===== src/sv/elo_pkg.sv =====
// ---------------------------------------------------------------------------
// Elo rating update package
// Shared types, operation and register codes, and the constant functions that
// build the logistic table at elaboration.
// ---------------------------------------------------------------------------
package elo_pkg;

   localparam int PERSON_INDEX_W = 8;
   localparam int ITEM_INDEX_W   = 10;
   localparam int GAIN_W         = 12;
   localparam int EXPECT_W       = 13;

   typedef logic signed [15:0]      rating_type;
   typedef logic [GAIN_W-1:0]       gain_type;
   typedef logic [EXPECT_W-1:0]     expect_type;
   typedef logic [1:0]              op_code_type;

   localparam op_code_type OP_UPDATE      = 2'd0;
   localparam op_code_type OP_LOAD_PERSON = 2'd1;
   localparam op_code_type OP_LOAD_ITEM   = 2'd2;

   localparam logic REG_STUDENT_GAIN = 1'b0;
   localparam logic REG_ITEM_GAIN    = 1'b1;

   localparam gain_type GAIN_RESET = 12'd410;

   typedef enum logic [2:0] {
      S_CLEAR,
      S_IDLE,
      S_INDEX,
      S_READ,
      S_DIFF,
      S_LOOK,
      S_MUL,
      S_WB
   } state_type;

   localparam logic [63:0] Q62_ONE = 64'd1 << 62;

   // Product of two Q62 fractions not above one, truncated to Q62.
   function automatic logic [63:0] mul_q62(input logic [63:0] x, input logic [63:0] y);
      logic [63:0] xl, xh, yl, yh, ll, lh, hl, hh, mid, lo, hi;
      xl  = {32'd0, x[31:0]};
      xh  = {32'd0, x[63:32]};
      yl  = {32'd0, y[31:0]};
      yh  = {32'd0, y[63:32]};
      ll  = xl * yl;
      lh  = xl * yh;
      hl  = xh * yl;
      hh  = xh * yh;
      mid = (ll >> 32) + {32'd0, lh[31:0]} + {32'd0, hl[31:0]};
      lo  = {mid[31:0], ll[31:0]};
      hi  = hh + (lh >> 32) + (hl >> 32) + (mid >> 32);
      return (hi << 2) | (lo >> 62);
   endfunction

   // exp(-a/4096) in Q62: a short series at a/2^24, then twelve squarings.
   function automatic logic [63:0] exp_neg_q62(input logic [31:0] a);
      logic [63:0] t, t2, t3, t4, s;
      t  = 64'(a) << 38;
      t2 = mul_q62(t, t);
      t3 = mul_q62(t2, t);
      t4 = mul_q62(t3, t);
      s  = Q62_ONE - t + t2 / 64'd2 - t3 / 64'd6 + t4 / 64'd24;
      for (int n = 0; n < 12; n++) begin
         s = mul_q62(s, s);
      end
      return s;
   endfunction

   // Restoring long division, used only while the table is built.
   function automatic logic [63:0] udiv64(input logic [63:0] num, input logic [63:0] den);
      logic [63:0] q;
      logic [64:0] r;
      q = '0;
      r = '0;
      for (int b = 63; b >= 0; b--) begin
         r = {r[63:0], num[b]};
         if (r >= {1'b0, den}) begin
            r    = r - {1'b0, den};
            q[b] = 1'b1;
         end
      end
      return q;
   endfunction

   // Logistic of z/4096 rounded to Q0.12; negative points mirror positive ones.
   function automatic expect_type logistic_q12(input int z);
      logic [31:0] a;
      logic [63:0] e40, den, num, v;
      a   = (z < 0) ? 32'(-z) : 32'(z);
      e40 = exp_neg_q62(a) >> 22;
      den = (64'd1 << 40) + e40;
      num = 64'd4096 << 40;
      v   = udiv64(num + (den >> 1), den);
      return (z < 0) ? EXPECT_W'(64'd4096 - v) : EXPECT_W'(v);
   endfunction

endpackage


===== src/sv/elo_rating_ram.sv =====
// ---------------------------------------------------------------------------
// Rating memory
// Synchronous memory of Q4.12 ratings with one write port and one registered read port.
// ---------------------------------------------------------------------------
module elo_rating_ram import elo_pkg::*; #(
   parameter int unsigned DEPTH = 256
) (
   input  logic                     clock,
   input  logic                     rd_en,
   input  logic [$clog2(DEPTH)-1:0] rd_addr,
   output rating_type               rd_data,
   input  logic                     wr_en,
   input  logic [$clog2(DEPTH)-1:0] wr_addr,
   input  rating_type               wr_data
);

   rating_type mem [DEPTH];
   rating_type rd_data_ff;

   always_ff @(posedge clock) begin
      if (wr_en) begin
         mem[wr_addr] <= wr_data;
      end
   end

   always_ff @(posedge clock) begin
      if (rd_en) begin
         rd_data_ff <= mem[rd_addr];
      end
   end

   assign rd_data = rd_data_ff;

endmodule


===== config.mk =====
export PLATFORM = sky130hd
export DESIGN_NAME = elo_rating_ram
export DESIGN_NICKNAME = d
export VERILOG_FILES = /design/src/sv/elo_pkg.sv /design/src/sv/elo_rating_ram.sv
export SDC_FILE = /design/constraint.sdc
export NUM_CORES = 2
export LEC_CHECK = 0
export ABC_AREA = 1
export BUFFER_PORTS_ARGS = -buffer_cell sky130_fd_sc_hd__buf_2
export CAP_MARGIN = 40
export CELL_PAD_IN_SITES_DETAIL_PLACEMENT = 0
export CELL_PAD_IN_SITES_GLOBAL_PLACEMENT = 1
export CORE_MARGIN = 2
export CORE_UTILIZATION = 50
export DETAILED_ROUTE_END_ITERATION = 16
export PLACE_DENSITY = 0.73
export SKIP_CTS_REPAIR_TIMING = 1
export SLEW_MARGIN = 10
export SYNTH_ARGS = -nofsm -noshare
export SYNTH_HDL_FRONTEND = slang
export SYNTH_SLANG_ARGS = --single-unit

===== constraint.sdc =====
create_clock -name clock -period 6.19 [get_ports clock]
set_input_delay 1.238 -clock clock [delete_from_list [all_inputs] [get_ports clock]]
set_output_delay 1.238 -clock clock [all_outputs]
set_load 0.01 [all_outputs]

---- Word level (Yosys, flattened, before mapping) ----
Memories as Yosys holds them, arrays and structs flattened. A register that Yosys moved wholly into a read port is not among the register bits.
Cells that the tools add are included.
cells by class
  multiplexer cells ....................... 2
operators by type and width
  operator  number
  $mux W1   2
storage, ports and cells
  word-level logic and storage cells ...... 3
  input port bits ......................... 35
  memories ................................ 1
  bits in writable memories ............... 4,096
  register bits after elaboration ......... 0
memory list
  name  depth  bits a word  read ports  clocked after Yosys merged registers in  write ports  line                  source
  mem   256    16           1           1                                        1            elo_rating_ram.sv:17  rating_type mem [DEPTH];

---- Depth between registers and ports, before layout ----
  depth in word-level cells ............... 2
  mapped depth ............................ 15

---- Least setup slack after synthesis ----
OpenSTA, ideal clock, no wires.
  path kind ............................... input to register
  start ................................... input port wr_en
  end ..................................... memory mem[162][0] (netlist bit) (enable)
  stages on the path ...................... 4
  data required time ...................... 5.802 ns
  setup slack ............................. 3.112 ns
  arrival time ............................ 2.690 ns
  library setup time ...................... 0.388 ns
  buffers on the path ..................... 2
  path through ............................ clkbuf_1 nand3_1 clkbuf_1 nor2_1
between the ends
  word-level cells in the longest chain between the ends .. 2
RTL lines
  what                           line                  source
  start: declaration             elo_rating_ram.sv:12  input logic wr_en,
  $mux W1                        elo_rating_ram.sv:21  if (wr_en) begin
  $mux W1 (not written as such)  elo_rating_ram.sv:22  mem[wr_addr] <= wr_data;
  end: declaration               elo_rating_ram.sv:17
No other way between the ends.

==> flow_summary.toml <==
[setup_path]
worstPathRequired_ns = 7.01
r2r_start = "mem[6][12]$_DFFE_PP_"
cp_max_fo = 83
worst_setup_path_start_kind = "primary input"
reg2reg_slack_ns = 3.56
crit_type = "primary input to flip-flop"
cp-startpoint = "rd_addr[0]"
timing.rr.end = "rd_data[12]$_DFFE_PP_"
cp-end-kind = "flip-flop"
r2r_cells = 10
worst_ep_arrival_time_ns = 4.89

[die]
rows = 211
die_h_um = 580
dieArea_sq_mm = 0.336
pin_count = 51
start_util_pct = 50.2
die_width_um = 580
coreArea_sq_mm = 0.330

[synth]
synthAdderAreaFrac_pct = 0
ys_ff_latch = 4112
synth-seq-area-share_pct = 74.4
synth.top_cell.area_share_pct = 74.4
syn_area_sq_mm = 0.166
synthCells = 13600
synth_warnings = 0
synth-compound-area-share_pct = 0
synth-simple-area-share_pct = 22.3
syn_avg_cell_area_sq_um = 12.2
synthArstFlopShare_pct = 0
synth_cell_type_count = 14
netlist_top_cells_area = "edfxtp_1 74%, nand3_1 12%, nand2_1 9.5%, buf_2 1.5%, buf_4 0.74%"
synth-xor-area-share_pct = 0
synth_edf_count = 4112
synthFlopType = "edfxtp_1"
synth_top_family_by_area = "simple AND/OR/NAND/NOR gates"
syn_nets = 13700
yosysTopAreaCell = "edfxtp_1"
synthMuxAreaShare_pct = 0

[placement]
postPlaceCellArea_sq_mm = 0.172
place_congestion = 0.866
dp.final_hpwl_mm = 275
port_buffers = 50
pre_cts_slack_ns = 1.31
place_inst = 17600

[sta]
slew_violations = 0
setup_ws_ns = 2.11
rsz0062_at_grt = "no"
slew_headroom_pct = 19.6
max_freq_mhz = 245
hold_violations = 0
tns_ns = 0
post-route-period-util_pct = 65.9
hold_ws_ns = 0.688
finalSetupViolCount = 0
min_period_ns = 4.08
worst_pin_slew_ns = 1.21
finalClockSkew_ns = 0.0650

[cells_and_area]
finalInstanceArea_sq_mm = 0.186
nets = 13700
fin_util_pct = 56.2
final_cell_mix = "4195 x nand2_1, 4112 x edfxtp_1, 4035 x nand3_1, 430 x clkbuf_16, 374 x buf_4"
seqCellArea_sq_mm = 0.123
area_delta_synth_final_pct = 11.9
fill_cells = 26600
layout_commonest_cell = "nand2_1"
finalNonFillerCells = 18400
drive_gt1_share_pct = 8.56
multi_input_area_sq_mm = 0.0372

[clocking]
cts-root-buf = "clkbuf_16"
cts_tree = "built"
cts_buffer_depth = 4
numCtsBuffers = 423
clock_insertion_delay_worst_skew_ns = 1.00
cts.sinks = 4112
clk_pin_slew_ns = 0.06
cts_htree_levels = 5

[pwr]
vdd_drop_max_mv = 0.265
p_leak_nw = 64.8
power_density_mw_per_mm2 = 320
p_total_mw = 59.5

[global_routing]
grt_overflow_total = 0
grt_pass1_wl_mm = 714
grt.total_usage_pct = 28.7
antenna_found_initial = 24
grt_pass1_vias = 102000
grt_max_degree = 163

[outcome]
status = "finished clean"

[routing]
drt-initial-drc-count = 13500
routed_wl_mm = 495
drc_errors = 0
drtPass1Iterations = 6
vias_per_cell = 5.94
ant_nets = 0
vias = 109000
wl_per_cell_um = 26.9

[worst_hold_path]
min_from = "wr_data[2]"
holdPathStages = 1
hold-path-endpoint = "mem[122][2]$_DFFE_PP_"
hp-class = "primary input to flip-flop"

[job]
maxCapViolCount = 0
-- power breakdown --
group	total, mW	switching [mW]	internal (mW)	leakage (nW)
logic	3.63	2.80	0.826	21.2
registers	30.8	0.0357	30.7	37.0
clock network	25.1	10.7	14.4	6.59
total	59.5	13.5	45.9	64.8
-- worst max-delay path by stage --
stage | end | slack, ns | cells after the start
CTS | rd_data[1]$_DFFE_PP_ | 2.38 | 13
global route | rd_data[6]$_DFFE_PP_ | 2.12 | 14
global placement | rd_data[1]$_DFFE_PP_ | 1.34 | 13
finish | rd_data[9]$_DFFE_PP_ | 2.11 | 14
detailed placement | rd_data[1]$_DFFE_PP_ | 1.31 | 13
floorplan | mem[162][0]$_DFFE_PP_ | 3.11 | 4
-- synthesized netlist by cell type (2+ instances only) --
cell,n
nor2_1,283
edfxtp_1,4112
buf_1,70
buf_6,53
clkbuf_1,154
buf_2,495
buf_4,163
nand3_1,4035
inv_2,2
inv_1,35
nand2_1,4211
inv_4,2
-- registers in the layout, indices dropped and copies added, names as in the netlist --
signal,flops
mem,4096
rd_data,16
-- cell type report --
cell class                      count  area share (%)
Clock inverter                    244            1.30
Sequential cell                  4112            66.5
Inverter                           39           0.108
Antenna cell                       17          0.0229
Timing Repair Buffer              553            3.07
Multi-Input combinational cell   8529            20.0
Clock buffer                      527            5.99
Tap cell                         4366            2.94
-- critical path, stage by stage --
cell     delay, ns
buf_12        0.19
inv_16        0.53
buf_12        0.35
buf_4         0.38
nand2_1       0.08
nand3_1       0.09
nand3_1       0.08
nand3_1       0.28
nand3_1       0.13
nand3_1       0.23
nand3_1       0.40
nand2_1       0.22
nand2_1       0.20
nand2_1       0.16
-- per-layer routing --
metal	vias to the layer above	share of wire (%)	track usage, %	wire [um]
met2	5199	47	45.3	231000
met3	792	8.8	4.50	43400
met5	-	0.0089	0	44
met4	6	4.0	11.0	19700
li1	48700	-	-	-
met1	54600	40	40.5	200000
-- kinds of logic after synthesis --
family / count (synthesis)
DFF: 4112
and+or+nand+nor: 8529
buffers and inverters: 976
(Power assumes the default switching activity.)
